==> src/rtl/pidaw_pkg.sv <==
// Shared types, constants and register codes of the PID controller block.
package pidaw_pkg;

  localparam int unsigned FRAC_BITS_DEF = 16;
  localparam int unsigned WORD_BITS_DEF = 32;

  localparam int unsigned CFG_ADDR_W = 5;

  typedef enum logic [2:0] {
    REG_GAIN_P      = 3'd0,
    REG_GAIN_I      = 3'd1,
    REG_GAIN_D      = 3'd2,
    REG_GAIN_AW     = 3'd3,
    REG_FILTER_TC   = 3'd4,
    REG_OUTPUT_MAX  = 3'd5,
    REG_OUTPUT_MIN  = 3'd6,
    REG_RATE_LIMIT  = 3'd7
  } cfg_reg_e;

  localparam logic [31:0] OUTPUT_MAX_RST = 32'h7FFF_FFFF;
  localparam logic [31:0] OUTPUT_MIN_RST = 32'h8000_0000;
  localparam logic [30:0] RATE_LIMIT_RST = 31'h7FFF_FFFF;
  localparam logic [9:0]  MS_PER_S       = 10'd1000;

  typedef enum logic [3:0] {
    OP_DT,
    OP_GI,
    OP_GI_DT,
    OP_AW,
    OP_AW_DT,
    OP_TC,
    OP_DIV,
    OP_GP,
    OP_GD,
    OP_RATE
  } op_e;

  typedef enum logic [1:0] {
    ST_IDLE,
    ST_LAUNCH,
    ST_WAIT,
    ST_PUBLISH
  } state_e;

  typedef struct packed {
    logic [31:0] gain_p;
    logic [31:0] gain_i;
    logic [31:0] gain_d;
    logic [31:0] gain_aw;
    logic [30:0] filter_tc;
    logic [31:0] output_max;
    logic [31:0] output_min;
    logic [30:0] rate_limit;
  } cfg_t;

  typedef struct packed {
    logic accept;
    logic launch;
    logic publish;
    op_e  op;
  } ctrl_cmd_t;

  typedef struct packed {
    logic unit_done;
    logic same_time;
    logic slot_free;
  } ctrl_sts_t;

endpackage

==> src/rtl/pidaw_ctrl.sv <==
// Sequencer: walks one item through the op list and hands out the result.
module pidaw_ctrl import pidaw_pkg::*; (
  input  logic      clk_i,
  input  logic      rst_ni,
  input  logic      in_valid_i,
  output logic      in_stall_o,
  input  ctrl_sts_t sts_i,
  output ctrl_cmd_t cmd_o
);

  state_e state_q, state_d;
  op_e    op_q, op_d;

  function automatic op_e next_op(input op_e op);
    op_e r;
    unique case (op)
      OP_DT:    r = OP_GI;
      OP_GI:    r = OP_GI_DT;
      OP_GI_DT: r = OP_AW;
      OP_AW:    r = OP_AW_DT;
      OP_AW_DT: r = OP_TC;
      OP_TC:    r = OP_DIV;
      OP_DIV:   r = OP_GP;
      OP_GP:    r = OP_GD;
      OP_GD:    r = OP_RATE;
      default:  r = OP_DT;
    endcase
    return r;
  endfunction

  always_comb begin
    state_d = state_q;
    op_d    = op_q;
    unique case (state_q)
      ST_IDLE: begin
        if (in_valid_i) begin
          if (sts_i.same_time) begin
            state_d = ST_PUBLISH;
          end else begin
            state_d = ST_LAUNCH;
            op_d    = OP_DT;
          end
        end
      end
      ST_LAUNCH: state_d = ST_WAIT;
      ST_WAIT: begin
        if (sts_i.unit_done) begin
          if (op_q == OP_RATE) begin
            state_d = ST_PUBLISH;
          end else begin
            state_d = ST_LAUNCH;
            op_d    = next_op(op_q);
          end
        end
      end
      ST_PUBLISH: begin
        if (sts_i.slot_free) begin
          state_d = ST_IDLE;
        end
      end
      default: state_d = ST_IDLE;
    endcase
  end

  always_comb begin
    in_stall_o    = (state_q != ST_IDLE);
    cmd_o.accept  = in_valid_i && (state_q == ST_IDLE);
    cmd_o.launch  = (state_q == ST_LAUNCH);
    cmd_o.publish = (state_q == ST_PUBLISH);
    cmd_o.op      = op_q;
  end

  always_ff @(posedge clk_i or negedge rst_ni) begin
    if (!rst_ni) begin
      state_q <= ST_IDLE;
      op_q    <= OP_DT;
    end else begin
      state_q <= state_d;
      op_q    <= op_d;
    end
  end

endmodule

==> config.mk <==
export PLATFORM = sky130hd
export DESIGN_NAME = pidaw_ctrl
export DESIGN_NICKNAME = d
export VERILOG_FILES = /design/src/rtl/pidaw_pkg.sv /design/src/rtl/pidaw_ctrl.sv
export SDC_FILE = /design/constraint.sdc
export NUM_CORES = 1
export LEC_CHECK = 0
export ABC_AREA = 1
export CAP_MARGIN = 25
export CORE_AREA = 2 2 39 41
export CTS_BUF_LIST = sky130_fd_sc_hd__clkbuf_4 sky130_fd_sc_hd__clkbuf_8
export DETAILED_ROUTE_END_ITERATION = 8
export DIE_AREA = 0 0 41 43
export DONT_BUFFER_PORTS = 1
export PLACE_DENSITY = 0.59
export SLEW_MARGIN = 15
export SYNTH_ARGS = -nofsm -noshare
export SYNTH_HDL_FRONTEND = slang
export SYNTH_SLANG_ARGS = --single-unit
==> constraint.sdc <==
create_clock -name clk_i -period 1.2 [get_ports clk_i]
set_input_delay 0.06 -clock clk_i [delete_from_list [all_inputs] [get_ports clk_i]]
set_output_delay 0.06 -clock clk_i [all_outputs]
set_load 0.02 [all_outputs]
==> flow_metrics.py, run 1 <==
metrics = {
    "synth": {
        "yosysTopAreaCell": "dfrtp_1",
        "yosys_warnings": 0,
        "synth_seq_cells": 6,
        "yosysUniqueCellTypes": 15,
        "yosysTopAreaCellShare_pct": 29.78,
        "syn_area_per_cell_um2": 6.907,
        "syn_area_um2": 504.2,
        "syn_nets": 83,
        "ys_seq_area_share_pct": 29.78,
        "synth.area.top_cells": "dfrtp_1 (30%), nand2_1 (15%), ha_1 (9.9%)",
        "syn_inst": 73,
    },
    "placement": {
        "placed_cells": 95,
        "place_area_um2": 584.3,
        "place_hpwl_um": 806.8,
        "place.gp.congestion": 0.7093,
        "port_buffers": 0,
    },
    "clocking": {
        "htree_levels": 1,
        "clk_pin_slew_ns": 0.05,
        "cts.sinks": 6,
        "cts_root_buf": "clkbuf_4",
        "clock_latency_ns": 0.25,
        "cts_tree": "built",
        "cts_buffers": 3,
        "cts_buffer_depth": 2,
    },
    "final_layout": {
        "stdcell_area_um2": 710.7,
        "finalNonFillerCells": 104,
        "final_common_cell": "nand2_1",
        "area_growth_pct": 40.94,
        "post-route-util_pct": 51.36,
        "nets": 99,
        "drive_gt1_share_pct": 48.86,
        "n_fill_cell": 141,
        "regArea_um2": 156.4,
        "antenna_cells": 0,
        "final_cell_mix": "nand2_1 (17), buf_4 (10), inv_1 (9)",
        "multiInputGateArea_um2": 360.3,
    },
    "min_path": {
        "hold_depth": 3,
        "min_path_type": "input pin to flop",
    },
    "critical_path": {
        "rr_worst_depth": 5,
        "critPathArrivalTime_ns": 1.34,
        "cp_data_required_time_ns": 1.34,
        "crit_type": "flop to flop",
        "crit_path_end_kind": "flop",
        "path_max_fanout": 6,
        "crit_path_start_kind": "flop",
    },
    "sta": {
        "fmax_ghz": 0.8347,
        "hold_viol": 0,
        "fin_skew_ns": 0.01213,
        "min_period_ns": 1.198,
        "relSlewSlack_pct": 81.18,
        "setup_violations": 0,
        "tightest_slew_ns": 0.2813,
        "holdWs_ns": 0.01713,
        "drv_slew": 0,
        "rsz0062_at_grt": "true",
        "period_share_pct": 99.84,
    },
    "global_routing": {
        "grt_max_degree": 8,
        "grt-ovfl-total": 0,
        "grt_pass1_wl_um": 1787,
        "grt_pass1_vias": 439,
        "grt_usage_pct": 15.08,
        "antenna_found_initial": 0,
    },
    "route": {
        "vias": 467,
        "wl_per_cell_um": 10.34,
        "drt_iter0_drc": 7,
        "drc": 0,
        "routed_wl_um": 1075,
        "viasPerCell": 4.490,
        "drt.antenna.violating_nets": 0,
        "firstDrtPassIters": 2,
    },
    "floorplanning": {
        "core-area_mm2": 0.001384,
        "start_util_pct": 36.44,
        "rows": 14,
        "die_h_um": 43,
        "die-area_mm2": 0.001763,
        "die_w_um": 41,
        "io_pins": 14,
    },
    "pwr": {
        "p_total_w": 0.001702,
        "ir_worst_vdd_mv": 1.177,
        "powerDensity_mw_per_mm2": 2395,
        "total_leakage_power_nw": 0.3557,
    },
    "outcome": {
        "status": "completed",
    },
    "flow_run": {
        "max_cap_viol_count": 0,
    },
}
[synthesized netlist by cell type, drive strengths merged]
cell type and n:
nand3 9, nor2 12, a21oi 2, dfrtp 6, ha 4, o21ai 2, nand2 23, inv 15
[cell families after synthesis]
group / after synthesis / share of synthesized area, %
buffers and inverters: 15 / 11.17
adders and majority gates: 4 / 9.926
DFF: 6 / 29.78
AOI/OAI and AO/OA: 4 / 6.203
and+or+nand+nor: 44 / 42.93
[registers in the layout, indices dropped and copies added, names as in the netlist]
signal   count
state_q      2
op_q         4
[worst max-delay path, cell delays in order, from the launching register on]
cell     delay [ns]
dfrtp_2        0.46
ha_1           0.23
o21ai_0        0.19
nor2_1         0.07
nand3_1        0.08
nand2_1        0.06
[path summary, 6_finish.rpt]
check / endpoint / start / slack, ns
setup / recovery: op_q[2]$_DFFE_PN0P_ / op_q[0]$_DFFE_PN0P_ / 0.002
hold / removal: state_q[0]$_DFFE_PN0P_ / sts_i[0] / 0.02
setup reg to reg: op_q[2]$_DFFE_PN0P_ / op_q[0]$_DFFE_PN0P_ / 0.002
hold reg to reg: op_q[1]$_DFFE_PN0P_ / op_q[1]$_DFFE_PN0P_ / 0.57
max in group asynchronous: state_q[0]$_DFFE_PN0P_ / rst_ni / 0.83
min in group asynchronous: op_q[0]$_DFFE_PN0P_ / rst_ni / 0.12
[power by group]
group          internal, W  switching, W
Sequential        0.000284      0.000133
Clock             0.000149     0.0000784
Combinational     0.000442      0.000616
[area by class of cell]
type | count | share of cell area [%]
Tap cell | 16 | 2.817
Multi-Input combinational cell | 52 | 50.70
Timing Repair Buffer | 11 | 11.97
Sequential cell | 6 | 22.01
Clock buffer | 4 | 4.225
Inverter | 15 | 8.275
[layer usage]
| metal | share of wire (%) | global-route usage, % |
|---|---|---|
| met2 | 51 | 23.75 |
| met3 | 7.7 | 8.901 |
| met5 | 0 | 0 |
| met4 | 0 | 4.000 |
| met1 | 41 | 16.50 |
[timing repair]
item,4_1_cts,5_1_grt
hold buffers,1,0
endpoints found under the setup margin,5,5
hold endpoints to repair,6,0
buffers inserted,1,3
resized for setup,3,14
pin swaps,2,7
[metrics by stage]
step	setup TNS, ns	setup WS (ns)
2_1_floorplan	0	0.01233
5_1_grt	-0.1242	-0.05421
3_3_place_gp	-0.01115	-0.006493
4_1_cts	0	0.001618
3_5_place_dp	0	0.002574
6_report	0	0.001966
(Power assumes the default switching activity.)
==> inputs of run 2 (changes only) <==
Settings changed: CORE_AREA 2 2 39 41 to default, CORE_UTILIZATION from default to 25, DIE_AREA 0 0 41 43 to default, PLACE_DENSITY 0.59 to 0.45, TNS_END_PERCENT from default to 100.
==> run 2 against run 1 <==
Net effect:
- fmax up 1.0%
- sequential cell count stayed put
- sequential power down 4%
- critical path depth rose by 2
- largest cell class unchanged
==> flow_metrics.py, run 2 (synthesis gave the netlist of run 1 again) <==
metrics = {
    "outcome": {
        "status": "completed",
    },
    "final_layout": {
        "finalNonFillerCells": 116,
        "reg_top3": "op_q: 4 flops, state_q: 2 flops",
        "nets": 102,
        "stdcell_area_um2": 794.5,
        "n_fill_cell": 193,
        "final_cell_mix": "nand2_1 (17), buf_4 (12), inv_1 (8)",
        "drive_gt1_share_pct": 54.95,
        "area_growth_pct": 57.57,
        "top_register": "op_q",
        "antenna_cells": 0,
        "post-route-util_pct": 44.10,
        "largest_reg_flops": 4,
        "final_common_cell": "nand2_1",
    },
    "global_routing": {
        "grt_max_degree": 8,
        "grt-ovfl-total": 0,
        "grt_pass1_wl_um": 1738,
        "globalRouteMet3Util_pct": 7.308,
        "antenna_found_initial": 0,
        "use_met2_pct": 18.61,
        "grt_pass1_vias": 434,
        "grt_usage_pct": 11.68,
        "grt.busiest_layer": "met2",
        "use_met1_pct": 13.66,
    },
    "critical_path": {
        "crit_path_end_kind": "flop",
        "slowest_delay_ns": 0.45,
        "cp_cell_sequence": "inv_4 -> ha_4 -> nand3_4 -> nor2_4 -> nor2_4 -> nand3_1 -> nand2_1",
        "critPathArrivalTime_ns": 1.33,
        "crit_type": "flop to flop",
        "path_max_fanout": 5,
        "crit_buf_inv": 1,
        "slowest_stage": "dfrtp_2",
        "cp_data_required_time_ns": 1.34,
        "crit_path_start_kind": "flop",
        "crit_path_frequent_cell": "nor2_4",
        "path_delay_family": "flip-flops",
    },
    "sta": {
        "period_share_pct": 98.83,
        "fin_skew_ns": 0.01308,
        "hold_viol": 0,
        "rsz0062_at_grt": "true",
        "holdWs_ns": 0.02341,
        "fmax_ghz": 0.8432,
        "setup_violations": 0,
        "drv_slew": 0,
        "min_period_ns": 1.186,
        "relSlewSlack_pct": 80.60,
        "tightest_slew_ns": 0.2900,
    },
    "route": {
        "drt_iter0_drc": 4,
        "firstDrtPassIters": 2,
        "drc": 0,
        "drt.antenna.violating_nets": 0,
        "viasPerCell": 4.224,
        "routed_wl_um": 1170,
        "wl_per_cell_um": 10.09,
        "vias": 490,
    },
    "clocking": {
        "cts_buffers": 3,
        "clk_pin_slew_ns": 0.05,
        "cts_tree": "built",
        "cts_buffer_depth": 2,
        "clock_latency_ns": 0.25,
        "cts_root_buf": "clkbuf_4",
        "htree_levels": 1,
        "cts.sinks": 6,
    },
    "floorplanning": {
        "die_w_um": 46.91,
        "die-area_mm2": 0.002201,
        "die_h_um": 46.91,
        "rows": 15,
        "start_util_pct": 27.99,
        "core-area_mm2": 0.001802,
        "io_pins": 14,
    },
    "pwr": {
        "ir_worst_vdd_mv": 1.172,
        "total_leakage_power_nw": 0.3821,
        "powerDensity_mw_per_mm2": 2448,
        "p_total_w": 0.001945,
    },
    "placement": {
        "placed_cells": 106,
        "place_hpwl_um": 869.2,
        "port_buffers": 0,
        "place.gp.congestion": 0.7552,
        "place_area_um2": 610.6,
    },
    "min_path": {
        "min_path_type": "input pin to flop",
    },
    "flow_run": {
        "max_cap_viol_count": 0,
    },
}
run 2: cell count changes in the layout (fill, tap and decap cells not counted), sizes merged:
cell | previous run | this run
buf | 10 | 13
run 2: worst register-to-register path: cells and delay by family (launching register included):
kind | cells | cell delay [ns]
flops | 1 | 0.45
fa+ha+maj | 1 | 0.15
simple gates | 5 | 0.37
buf+inv | 1 | 0.09
run 2: final timing paths:
kind,from,end,slack (ns),depth (start not counted)
hold reg to reg,op_q[1]$_DFFE_PN0P_,op_q[1]$_DFFE_PN0P_,0.58,2
setup reg to reg,op_q[1]$_DFFE_PN0P_,op_q[2]$_DFFE_PN0P_,0.01,7
max in group asynchronous,rst_ni,state_q[1]$_DFFE_PN0P_,0.82,1
hold / removal,sts_i[0],state_q[0]$_DFFE_PN0P_,0.02,3
setup / recovery,op_q[1]$_DFFE_PN0P_,op_q[2]$_DFFE_PN0P_,0.01,7
min in group asynchronous,rst_ni,op_q[2]$_DFFE_PN0P_,0.12,1
run 2: cell type report:
class | count | area [µm²] | area share (%)
Timing Repair Buffer | 14 | 111.4 | 14.02
Tap cell | 25 | 31.28 | 3.937
Multi-Input combinational cell | 52 | 402.9 | 50.71
Sequential cell | 6 | 155.1 | 19.53
Clock buffer | 4 | 30.03 | 3.780
Inverter | 15 | 63.81 | 8.031
run 2: per-stage QoR:
stage	setup slack (ns)	TNS, ns
finish	0.01409	0
global route	-0.04185	-0.1557
CTS	0.001668	0
detailed placement	-0.002065	-0.002065
global placement	-0.01108	-0.02337
floorplan	0.01233	0
run 2: routing by layer:
layer | part of all wire (%) | routed length (µm) | vias to the layer above
met5 | 0 | 0 | -
met4 | 0 | 0 | 0
met3 | 6.1 | 71 | 0
met2 | 49 | 578 | 16
met1 | 44 | 520 | 216
li1 | - | - | 258
run 2: what timing repair did:
action | in CTS | in global routing
endpoints found under the hold margin | 6 | 0
gates resized for setup | 4 | 25
hold buffers | 1 | 0
buffers inserted | 4 | 2
pin swaps | 3 | 13
endpoints found under the setup margin | 6 | 6
run 2: where the power goes:
group / internal, W / switching [W] / leakage, nW / total (W)
Sequential: 0.000284 / 0.000114 / 0.0738 / 0.000398
Clock: 0.000149 / 0.0000795 / 0.0184 / 0.000228
Combinational: 0.000568 / 0.000751 / 0.290 / 0.00132
