==> config.mk <==
export PLATFORM = sky130hd
export DESIGN_NAME = pidaw_datapath
export DESIGN_NICKNAME = d
export VERILOG_FILES = /design/src/rtl/pidaw_pkg.sv /design/src/rtl/pidaw_mul.sv /design/src/rtl/pidaw_div.sv /design/src/rtl/pidaw_datapath.sv
export SDC_FILE = /design/constraint.sdc
export NUM_CORES = 2
export LEC_CHECK = 0
export BUFFER_PORTS_ARGS = -buffer_cell sky130_fd_sc_hd__buf_2
export CORE_AREA = 10 10 501 748
export DETAILED_ROUTE_END_ITERATION = 7
export DIE_AREA = 0 0 511 758
export SYNTH_ARGS = -nofsm -noshare
export SYNTH_HDL_FRONTEND = slang
export SYNTH_SLANG_ARGS = --single-unit
==> constraint.sdc <==
create_clock -name clk_i -period 13.3 [get_ports clk_i]
set_input_delay 2.66 -clock clk_i [delete_from_list [all_inputs] [get_ports clk_i]]
set_output_delay 2.66 -clock clk_i [all_outputs]
set_load 0.05 [all_outputs]
==> src/rtl/pidaw_pkg.sv <==
// Shared types, constants and register codes of the PID controller block.
package pidaw_pkg;

  localparam int unsigned FRAC_BITS_DEF = 16;
  localparam int unsigned WORD_BITS_DEF = 32;

  localparam int unsigned CFG_ADDR_W = 5;

  typedef enum logic [2:0] {
    REG_GAIN_P      = 3'd0,
    REG_GAIN_I      = 3'd1,
    REG_GAIN_D      = 3'd2,
    REG_GAIN_AW     = 3'd3,
    REG_FILTER_TC   = 3'd4,
    REG_OUTPUT_MAX  = 3'd5,
    REG_OUTPUT_MIN  = 3'd6,
    REG_RATE_LIMIT  = 3'd7
  } cfg_reg_e;

  localparam logic [31:0] OUTPUT_MAX_RST = 32'h7FFF_FFFF;
  localparam logic [31:0] OUTPUT_MIN_RST = 32'h8000_0000;
  localparam logic [30:0] RATE_LIMIT_RST = 31'h7FFF_FFFF;
  localparam logic [9:0]  MS_PER_S       = 10'd1000;

  typedef enum logic [3:0] {
    OP_DT,
    OP_GI,
    OP_GI_DT,
    OP_AW,
    OP_AW_DT,
    OP_TC,
    OP_DIV,
    OP_GP,
    OP_GD,
    OP_RATE
  } op_e;

  typedef enum logic [1:0] {
    ST_IDLE,
    ST_LAUNCH,
    ST_WAIT,
    ST_PUBLISH
  } state_e;

  typedef struct packed {
    logic [31:0] gain_p;
    logic [31:0] gain_i;
    logic [31:0] gain_d;
    logic [31:0] gain_aw;
    logic [30:0] filter_tc;
    logic [31:0] output_max;
    logic [31:0] output_min;
    logic [30:0] rate_limit;
  } cfg_t;

  typedef struct packed {
    logic accept;
    logic launch;
    logic publish;
    op_e  op;
  } ctrl_cmd_t;

  typedef struct packed {
    logic unit_done;
    logic same_time;
    logic slot_free;
  } ctrl_sts_t;

endpackage

==> src/rtl/pidaw_mul.sv <==
// Saturating fixed-point multiplier built from four half-width partial products.
module pidaw_mul import pidaw_pkg::*; #(
  parameter int unsigned FRAC_BITS = FRAC_BITS_DEF,
  parameter int unsigned WORD_BITS = WORD_BITS_DEF
) (
  input  logic                 clk_i,
  input  logic                 rst_ni,
  input  logic                 start_i,
  input  logic [WORD_BITS-1:0] a_i,
  input  logic [WORD_BITS-1:0] b_i,
  output logic                 done_o,
  output logic [WORD_BITS-1:0] res_o
);

  localparam int unsigned W  = WORD_BITS;
  localparam int unsigned L  = (W + 1) / 2;
  localparam int unsigned PW = 2 * W;
  localparam logic [PW-1:0] LIM  = {{W{1'b0}}, 1'b1, {(W-1){1'b0}}};
  localparam logic [PW-1:0] WMAX = LIM - PW'(1);

  logic [W-1:0]  x_q, y_q;
  logic          neg_q;
  logic [PW-1:0] acc_q;
  logic [1:0]    cnt_q;
  logic          busy_q, done_q;

  logic [L-1:0]   xs, ys;
  logic [2*L-1:0] prod;
  logic [PW-1:0]  pe, addend, q;

  always_comb begin
    xs = cnt_q[0] ? L'(x_q >> L) : x_q[L-1:0];
    ys = cnt_q[1] ? L'(y_q >> L) : y_q[L-1:0];
    prod = xs * ys;
    pe = {{(PW-2*L){1'b0}}, prod};
    case (cnt_q)
      2'd0:    addend = pe;
      2'd3:    addend = pe << (2 * L);
      default: addend = pe << L;
    endcase
  end

  always_ff @(posedge clk_i or negedge rst_ni) begin
    if (!rst_ni) begin
      busy_q <= 1'b0;
      done_q <= 1'b0;
      cnt_q  <= 2'd0;
    end else begin
      done_q <= busy_q && (cnt_q == 2'd3);
      if (start_i) begin
        busy_q <= 1'b1;
        cnt_q  <= 2'd0;
      end else if (busy_q) begin
        cnt_q <= cnt_q + 2'd1;
        if (cnt_q == 2'd3) begin
          busy_q <= 1'b0;
        end
      end
    end
  end

  always_ff @(posedge clk_i) begin
    if (start_i) begin
      x_q   <= a_i[W-1] ? W'(-a_i) : a_i;
      y_q   <= b_i[W-1] ? W'(-b_i) : b_i;
      neg_q <= a_i[W-1] ^ b_i[W-1];
      acc_q <= '0;
    end else if (busy_q) begin
      acc_q <= acc_q + addend;
    end
  end

  // drop the fraction bits, then clamp the magnitude to the word range
  always_comb begin
    q = acc_q >> FRAC_BITS;
    if (neg_q) begin
      res_o = (q > LIM) ? LIM[W-1:0] : W'(-q[W-1:0]);
    end else begin
      res_o = (q > WMAX) ? WMAX[W-1:0] : q[W-1:0];
    end
  end

  assign done_o = done_q;

endmodule

==> src/rtl/pidaw_div.sv <==
// Bit-serial restoring divider with a saturated signed quotient.
module pidaw_div import pidaw_pkg::*; #(
  parameter int unsigned FRAC_BITS = FRAC_BITS_DEF,
  parameter int unsigned WORD_BITS = WORD_BITS_DEF
) (
  input  logic                      clk_i,
  input  logic                      rst_ni,
  input  logic                      start_i,
  input  logic [((WORD_BITS > 32) ? WORD_BITS : 32) + FRAC_BITS - 1:0] num_i,
  input  logic [WORD_BITS-1:0]      den_i,
  input  logic                      neg_i,
  output logic                      done_o,
  output logic [WORD_BITS-1:0]      res_o
);

  localparam int unsigned W  = WORD_BITS;
  localparam int unsigned DW = ((W > 32) ? W : 32) + FRAC_BITS;
  localparam int unsigned CW = $clog2(DW);
  localparam logic [DW-1:0] LIM  = {{(DW-W){1'b0}}, 1'b1, {(W-1){1'b0}}};
  localparam logic [DW-1:0] WMAX = LIM - DW'(1);

  logic [DW-1:0] quo_q;
  logic [W-1:0]  rem_q, den_q;
  logic          neg_q;
  logic [CW-1:0] cnt_q;
  logic          busy_q, done_q;

  logic [W:0] rem_sh, den_e;
  logic       fits;

  always_comb begin
    rem_sh = {rem_q, quo_q[DW-1]};
    den_e  = {1'b0, den_q};
    fits   = rem_sh >= den_e;
  end

  always_ff @(posedge clk_i or negedge rst_ni) begin
    if (!rst_ni) begin
      busy_q <= 1'b0;
      done_q <= 1'b0;
      cnt_q  <= '0;
    end else begin
      done_q <= busy_q && (cnt_q == CW'(DW - 1));
      if (start_i) begin
        busy_q <= 1'b1;
        cnt_q  <= '0;
      end else if (busy_q) begin
        cnt_q <= cnt_q + CW'(1);
        if (cnt_q == CW'(DW - 1)) begin
          busy_q <= 1'b0;
        end
      end
    end
  end

  always_ff @(posedge clk_i) begin
    if (start_i) begin
      quo_q <= num_i;
      rem_q <= '0;
      den_q <= den_i;
      neg_q <= neg_i;
    end else if (busy_q) begin
      rem_q <= fits ? W'(rem_sh - den_e) : rem_sh[W-1:0];
      quo_q <= {quo_q[DW-2:0], fits};
    end
  end

  // a zero divisor yields an all-ones quotient, which clamps to full scale
  always_comb begin
    if (neg_q) begin
      res_o = (quo_q > LIM) ? LIM[W-1:0] : W'(-quo_q[W-1:0]);
    end else begin
      res_o = (quo_q > WMAX) ? WMAX[W-1:0] : quo_q[W-1:0];
    end
  end

  assign done_o = done_q;

endmodule

==> src/rtl/pidaw_datapath.sv <==
// Datapath: controller state, operand selection, shared multiplier and the divider.
module pidaw_datapath import pidaw_pkg::*; #(
  parameter int unsigned FRAC_BITS = FRAC_BITS_DEF,
  parameter int unsigned WORD_BITS = WORD_BITS_DEF
) (
  input  logic        clk_i,
  input  logic        rst_ni,
  input  cfg_t        cfg_i,
  input  ctrl_cmd_t   cmd_i,
  output ctrl_sts_t   sts_o,
  input  logic [31:0] measured_value_i,
  input  logic [31:0] target_value_i,
  input  logic [31:0] time_ms_i,
  output logic        out_valid_o,
  input  logic        out_stall_i,
  output logic [31:0] drive_value_o
);

  localparam int unsigned W  = WORD_BITS;
  localparam int unsigned DW = ((W > 32) ? W : 32) + FRAC_BITS;
  localparam int unsigned EW = ((W > 33) ? W : 33) + 2;
  localparam logic [EW-1:0] WMAX_E = {{(EW-W+1){1'b0}}, {(W-1){1'b1}}};
  localparam logic [EW-1:0] WMIN_E = ~WMAX_E;
  localparam logic [EW-1:0] OMAX_E = {{(EW-31){1'b0}}, {31{1'b1}}};
  localparam logic [EW-1:0] OMIN_E = ~OMAX_E;

  // reciprocal of 1000 (shift 38) and of 125 (shift 35), exact over 32 bits
  localparam logic [31:0] DT_RECIP      = 32'd274877907;
  localparam int unsigned DT_SHIFT_MS   = 38;
  localparam int unsigned DT_SHIFT_FRAC = 35;

  function automatic logic [EW-1:0] ext_w(input logic [W-1:0] v);
    return {{(EW-W){v[W-1]}}, v};
  endfunction

  function automatic logic [W-1:0] sat_e(input logic [EW-1:0] v);
    logic [W-1:0] r;
    if ($signed(v) > $signed(WMAX_E)) begin
      r = WMAX_E[W-1:0];
    end else if ($signed(v) < $signed(WMIN_E)) begin
      r = WMIN_E[W-1:0];
    end else begin
      r = v[W-1:0];
    end
    return r;
  endfunction

  function automatic logic [W-1:0] sat32(input logic [31:0] v);
    return sat_e({{(EW-32){v[31]}}, v});
  endfunction

  function automatic logic [W-1:0] sat31(input logic [30:0] v);
    return sat_e({{(EW-31){1'b0}}, v});
  endfunction

  function automatic logic [W-1:0] add_sat(input logic [W-1:0] a, input logic [W-1:0] b);
    return sat_e(ext_w(a) + ext_w(b));
  endfunction

  function automatic logic [W-1:0] sub_sat(input logic [W-1:0] a, input logic [W-1:0] b);
    return sat_e(ext_w(a) - ext_w(b));
  endfunction

  function automatic logic [W-1:0] mag(input logic [W-1:0] v);
    return v[W-1] ? W'(-v) : v;
  endfunction

  logic [31:0]  now_q, last_time_q;
  logic [W-1:0] err_q, dt_q, t1_q, t2_q;
  logic [W-1:0] integ_q, perr_q, pder_q, prc_q, pout_q;
  logic [31:0]  out_q;
  logic         out_valid_q;

  logic [3:0]   dt_stage_q;
  logic [31:0]  diff_q;
  logic [22:0]  q1_q;
  logic [9:0]   r1_q;
  logic [23:0]  q2_q;

  logic [W-1:0]  gp, gi, gd, gaw, tc, hi, lo, rate;
  logic          use_div, use_mul, mul_start, div_start;
  logic [W-1:0]  mul_a, mul_b, den, num_w, div_den;
  logic [DW-1:0] div_num;
  logic          div_neg;
  logic          mul_done, div_done, dt_go, dt_done, unit_done;
  logic [W-1:0]  mul_res, div_res;
  logic [W-1:0]  raw, clamped, up, dn;
  logic [EW-1:0] pout_e;
  logic [63:0]   dt_p1, dt_p2, dt_full;
  logic [31:0]   dt_y;
  logic [W-1:0]  dt_sat;

  always_comb begin
    gp   = sat32(cfg_i.gain_p);
    gi   = sat32(cfg_i.gain_i);
    gd   = sat32(cfg_i.gain_d);
    gaw  = sat32(cfg_i.gain_aw);
    tc   = sat31(cfg_i.filter_tc);
    hi   = sat32(cfg_i.output_max);
    lo   = sat32(cfg_i.output_min);
    rate = sat31(cfg_i.rate_limit);
  end

  // operand select for the op being launched
  always_comb begin
    mul_a   = gi;
    mul_b   = err_q;
    num_w   = t1_q;
    den     = add_sat(dt_q, tc);
    div_num = '0;
    div_den = '0;
    div_neg = 1'b0;
    use_div = 1'b0;
    use_mul = 1'b1;
    case (cmd_i.op)
      OP_DT: begin
        use_mul = 1'b0;
      end
      OP_GI: begin
        mul_a = gi;
        mul_b = err_q;
      end
      OP_GI_DT: begin
        mul_a = t1_q;
        mul_b = dt_q;
      end
      OP_AW: begin
        mul_a = gaw;
        mul_b = sub_sat(pout_q, prc_q);
      end
      OP_AW_DT: begin
        mul_a = t2_q;
        mul_b = dt_q;
      end
      OP_TC: begin
        mul_a = tc;
        mul_b = pder_q;
      end
      OP_DIV: begin
        use_div = 1'b1;
        use_mul = 1'b0;
        div_num = DW'({mag(num_w), {FRAC_BITS{1'b0}}});
        div_den = mag(den);
        div_neg = num_w[W-1] ^ den[W-1];
      end
      OP_GP: begin
        mul_a = gp;
        mul_b = err_q;
      end
      OP_GD: begin
        mul_a = gd;
        mul_b = pder_q;
      end
      OP_RATE: begin
        mul_a = rate;
        mul_b = dt_q;
      end
      default: begin
        mul_a = gi;
      end
    endcase
    mul_start = cmd_i.launch && use_mul;
    div_start = cmd_i.launch && use_div;
    dt_go     = cmd_i.launch && (cmd_i.op == OP_DT);
  end

  pidaw_mul #(
    .FRAC_BITS(FRAC_BITS),
    .WORD_BITS(WORD_BITS)
  ) u_mul (
    .clk_i  (clk_i),
    .rst_ni (rst_ni),
    .start_i(mul_start),
    .a_i    (mul_a),
    .b_i    (mul_b),
    .done_o (mul_done),
    .res_o  (mul_res)
  );

  pidaw_div #(
    .FRAC_BITS(FRAC_BITS),
    .WORD_BITS(WORD_BITS)
  ) u_div (
    .clk_i  (clk_i),
    .rst_ni (rst_ni),
    .start_i(div_start),
    .num_i  (div_num),
    .den_i  (div_den),
    .neg_i  (div_neg),
    .done_o (div_done),
    .res_o  (div_res)
  );

  // dt = floor(diff * 2^FRAC_BITS / 1000): split diff into whole seconds and
  // leftover milliseconds, divide each by reciprocal multiplication
  always_comb begin
    dt_p1   = 64'(diff_q) * 64'(DT_RECIP);
    dt_y    = 32'(r1_q) << (FRAC_BITS - 3);
    dt_p2   = 64'(dt_y) * 64'(DT_RECIP);
    dt_full = (64'(q1_q) << FRAC_BITS) + 64'(q2_q);
    if (dt_full > 64'(WMAX_E)) begin
      dt_sat = WMAX_E[W-1:0];
    end else begin
      dt_sat = dt_full[W-1:0];
    end
  end

  always_ff @(posedge clk_i or negedge rst_ni) begin
    if (!rst_ni) begin
      dt_stage_q <= '0;
    end else begin
      dt_stage_q <= {dt_stage_q[2:0], dt_go};
    end
  end

  always_ff @(posedge clk_i) begin
    if (dt_go) begin
      diff_q <= now_q - last_time_q;
    end
    if (dt_stage_q[0]) begin
      q1_q <= dt_p1[DT_SHIFT_MS +: 23];
    end
    if (dt_stage_q[1]) begin
      r1_q <= 10'(diff_q - 32'(q1_q) * 32'(MS_PER_S));
    end
    if (dt_stage_q[2]) begin
      q2_q <= 24'(dt_p2 >> DT_SHIFT_FRAC);
    end
  end

  assign dt_done   = dt_stage_q[3];
  assign unit_done = mul_done || div_done || dt_done;

  // command assembly: raw sum, clamp window, slew window
  always_comb begin
    raw = add_sat(add_sat(t2_q, integ_q), mul_res);
    if ($signed(raw) > $signed(hi)) begin
      clamped = hi;
    end else if ($signed(raw) < $signed(lo)) begin
      clamped = lo;
    end else begin
      clamped = raw;
    end
    up = add_sat(pout_q, mul_res);
    dn = sub_sat(pout_q, mul_res);
    pout_e = ext_w(pout_q);
  end

  logic [31:0] drive_next;
  always_comb begin
    if ($signed(pout_e) > $signed(OMAX_E)) begin
      drive_next = OMAX_E[31:0];
    end else if ($signed(pout_e) < $signed(OMIN_E)) begin
      drive_next = OMIN_E[31:0];
    end else begin
      drive_next = pout_e[31:0];
    end
  end

  always_ff @(posedge clk_i or negedge rst_ni) begin
    if (!rst_ni) begin
      last_time_q <= '0;
      integ_q     <= '0;
      perr_q      <= '0;
      pder_q      <= '0;
      prc_q       <= '0;
      pout_q      <= '0;
      out_valid_q <= 1'b0;
    end else begin
      if (cmd_i.publish && sts_o.slot_free) begin
        out_valid_q <= 1'b1;
      end else if (!out_stall_i) begin
        out_valid_q <= 1'b0;
      end
      if (unit_done) begin
        case (cmd_i.op)
          OP_DT:    last_time_q <= now_q;
          OP_AW_DT: integ_q <= add_sat(integ_q, add_sat(t1_q, mul_res));
          OP_DIV: begin
            // a zero numerator gives zero even over a zero denominator
            pder_q <= (num_w == '0) ? '0 : div_res;
            perr_q <= err_q;
          end
          OP_GD:    prc_q <= raw;
          OP_RATE: begin
            if ($signed(t1_q) > $signed(up)) begin
              pout_q <= up;
            end else if ($signed(t1_q) < $signed(dn)) begin
              pout_q <= dn;
            end else begin
              pout_q <= t1_q;
            end
          end
          default: begin
          end
        endcase
      end
    end
  end

  always_ff @(posedge clk_i) begin
    if (cmd_i.accept) begin
      now_q <= time_ms_i;
      err_q <= sub_sat(sat32(target_value_i), sat32(measured_value_i));
    end
    if (unit_done) begin
      case (cmd_i.op)
        OP_DT:    dt_q <= dt_sat;
        OP_GI:    t1_q <= mul_res;
        OP_GI_DT: t1_q <= mul_res;
        OP_AW:    t2_q <= mul_res;
        OP_TC:    t1_q <= add_sat(sub_sat(err_q, perr_q), mul_res);
        OP_GP:    t2_q <= mul_res;
        OP_GD:    t1_q <= clamped;
        default: begin
        end
      endcase
    end
    if (cmd_i.publish && sts_o.slot_free) begin
      out_q <= drive_next;
    end
  end

  always_comb begin
    sts_o.unit_done = unit_done;
    sts_o.same_time = (time_ms_i == last_time_q);
    sts_o.slot_free = !out_valid_q || !out_stall_i;
  end

  assign out_valid_o   = out_valid_q;
  assign drive_value_o = out_q;

endmodule

==> results.cfg <==
[status]
outcome = complete, but fails checks
violations = DRC

[synth]
synthCells = 10300
synth_compound_area_share_pct = 19.3
synthesis.area_um2 = 90000
synth.avg_cell_area_um2 = 8.75
synth_mux_area_share_pct = 1.75
ys_types = 120
ys_seq_area_share_pct = 22.0
synth-seq-cells = 725
syn-num-nets = 12500
async_flop_share_pct = 28.8
yosysWarnings = 0
synth_top_family_by_area = adder cells
synth_edf_count = 420
synthSimpleGateAreaFrac_pct = 13.5
synth_ff_type = edfxtp_1
synth-adder-area-share_pct = 30.3
synthXorXnorAreaFrac_pct = 5.85

[worst_setup_path]
critPathTopFamily = compound AO/OA/AOI/OAI gates
cpMostUsedCell = o21ai_0
worstSetupStartpointType = flip-flop
slowest_delay_ps = 720
worstPathRequired_ps = 13710
critPathMaxFanout = 36
crit_arrival_ps = 12640
setup.worst_path.class = flip-flop to flip-flop
worstPathBufferInverterCount = 4
cp-end-kind = flip-flop
worst_path_max_delay_cell = a2111oi_0

[grt]
grt.overflow.total = 0
grt_pass1_wl_um = 543000
grt_pass1_vias = 79300
grt_start_max_net_pins = 92
antenna_found_initial = 71
globalRouteTotalUtil_pct = 18.9

[timing]
timing.fmax_mhz = 81.8
hold_viol = 0
period_needed_ps = 12230
finalSetupViolations = 0
drv_slew = 0
tightest_slew_ps = 1460
post-route-period-util_pct = 92.0
fin_skew_ps = 47.9
fin_setup_tns_ps = 0
rsz0062_at_grt = false
relSlewSlack_pct = 2.96

[drt]
wl_per_cell_um = 24.7
drc = 2
drt_iter0_drc = 7399
via_count = 79900
vias_per_cell = 5.16
routed_wl_um = 382000
dr.pass1.iters = 8
ant_nets = 0

[floorplanning]
die-height_um = 758
initial_core_util_pct = 24.9
pin_count = 396
fp.dieW_um = 511
fp.coreArea_um2 = 362000
rows = 271
die_area_um2 = 387000

[layout]
regMostFlops = u_mul.acc_q
area_growth_syn_to_layout_pct = 12.5
nets = 12700
largest_register_ffs = 64
final_common_cell = inv_1
layout_common_cells = 1348 x inv_1, 1234 x ha_1, 808 x nand2_1
drive_above_1_share_pct = 8.73
reg_top3 = u_mul.acc_q (64), u_div.quo_q (48)

[placement]
port-buffer-count = 395
place.gp.congestion = 1.02
place_hpwl_um = 316000

[clocking]
clock_sinks = 725
cts_setup_buffers = 0
clk_pin_slew_ps = 60
insertion_delay_ps = 750
htree_levels = 3
cts_root_buffer = clkbuf_16
cts_tree = yes
cts_buffers = 87
clockBufferDepth = 3

[hold_path]
worst_hold_path_type = flip-flop to flip-flop

[job]
cap_viol_max_count = 0
==> cell families (layout without fill, tap and decap cells) <==
kind of cell | after synthesis | count (layout)
AO/OA/AOI/OAI | 2647 | 2647
AND/OR/NAND/NOR | 2573 | 2573
adder cells (fa/ha/maj) | 1846 | 1846
buffers and inverters | 1743 | 2095
flip-flops | 725 | 725
XOR/XNOR | 600 | 600
multiplexers | 153 | 153
other | 1 | 78
==> final timing paths <==
kind | from | to | slack [ps] | depth (start not counted)
setup / recovery | integ_q[1]$_DFFE_PN0P_ | num_w[4]$_DFFE_PP_ | 1070 | 42
hold / removal | pder_q[27]$_DFFE_PN0P_ | pder_q[27]$_DFFE_PN0P_ | 480 | 2
setup reg to reg | integ_q[1]$_DFFE_PN0P_ | num_w[4]$_DFFE_PP_ | 1070 | 42
hold reg to reg | pder_q[27]$_DFFE_PN0P_ | pder_q[27]$_DFFE_PN0P_ | 480 | 2
max in group asynchronous | rst_ni | u_mul.busy_q$_DFF_PN0_ | 9190 | 3
min in group asynchronous | rst_ni | out_valid_o$_DFFE_PN0P_ | 1820 | 1
==> Yosys cell counts, drive strengths merged, types with 49 or more instances <==
| library cell | number | area share, % |
|---|---|---|
| nor2 | 706 | 2.9 |
| mux2i | 115 | 1.3 |
| nor2b | 116 | 0.81 |
| o31ai | 57 | 0.49 |
| nand4 | 82 | 0.57 |
| clkbuf | 319 | 1.3 |
| a222oi | 60 | 0.67 |
| nand3 | 166 | 0.93 |
| o21a | 108 | 0.91 |
| nor3 | 165 | 0.95 |
| and3 | 65 | 0.45 |
| o211ai | 82 | 0.69 |
| xnor2 | 366 | 3.6 |
| nand2 | 812 | 3.4 |
| a21o | 261 | 2.2 |
| buf | 69 | 0.39 |
| a22oi | 64 | 0.53 |
| nand2b | 129 | 0.90 |
| o21ai | 668 | 3.7 |
| o22ai | 49 | 0.34 |
| ha | 1234 | 17 |
| xor2 | 234 | 2.3 |
| dfrtp | 209 | 5.8 |
| o21bai | 61 | 0.51 |
| or3 | 65 | 0.45 |
| edfxtp | 420 | 14 |
| dfxtp | 96 | 2.1 |
| inv | 1351 | 5.6 |
| a21oi | 655 | 3.7 |
| a31oi | 89 | 0.62 |
| a211oi | 97 | 0.83 |
| fa | 568 | 13 |
| and2 | 89 | 0.62 |
==> timing repair <==
action | CTS | global route
gates resized for setup | 0 | 2
setup endpoints to repair | 0 | 23
endpoints found under the hold margin | 0 | 0
hold buffers | 0 | 0
==> worst register-to-register path: cells and delay by family, from the launching register on <==
| kind | cells | cell delay, ps |
|---|---|---|
| xor+xnor | 1 | 470 |
| flops | 1 | 450 |
| compound gates | 21 | 5980 |
| buf+inv | 4 | 1020 |
| fa+ha+maj | 4 | 1300 |
| simple gates | 10 | 1810 |
| mux | 2 | 860 |
==> through the flow <==
step | hold WS (ps) | worst slack (ps) | instances | area, um^2 | util [%]
after floorplan | 447 | 3200 | 10300 | 90000 | -
after global placement | 463 | 1150 | 15300 | 98000 | 27.1
after detailed placement | 469 | 1040 | 15300 | 98000 | 27.1
after CTS | 473 | 923 | 15400 | 101000 | 27.9
after global routing | 499 | 69.6 | 15500 | 101000 | 28.0
final | 485 | 1070 | 15500 | 101000 | 28.0
==> routing by layer <==
metal | track usage [%] | part of all wire [%]
met5 | 0 | 0.047
met4 | 15.1 | 9.7
met3 | 3.52 | 7.5
met2 | 31.4 | 46
met1 | 21.2 | 37
==> layout make-up <==
type / instances / area (um^2)
flip-flops and latches: 725 / 19800
diodes: 77 / 193
inverters: 1355 / 5090
clock buffers: 116 / 2410
well taps: 4777 / 5980
repair buffers: 577 / 3350
multi-input cells: 7820 / 63900
clock inverters: 47 / 606
fillers: 38600 / 261000
Power is not shown: default switching activity piles up to over one toggle a cycle in this logic, so the estimate is an artifact.
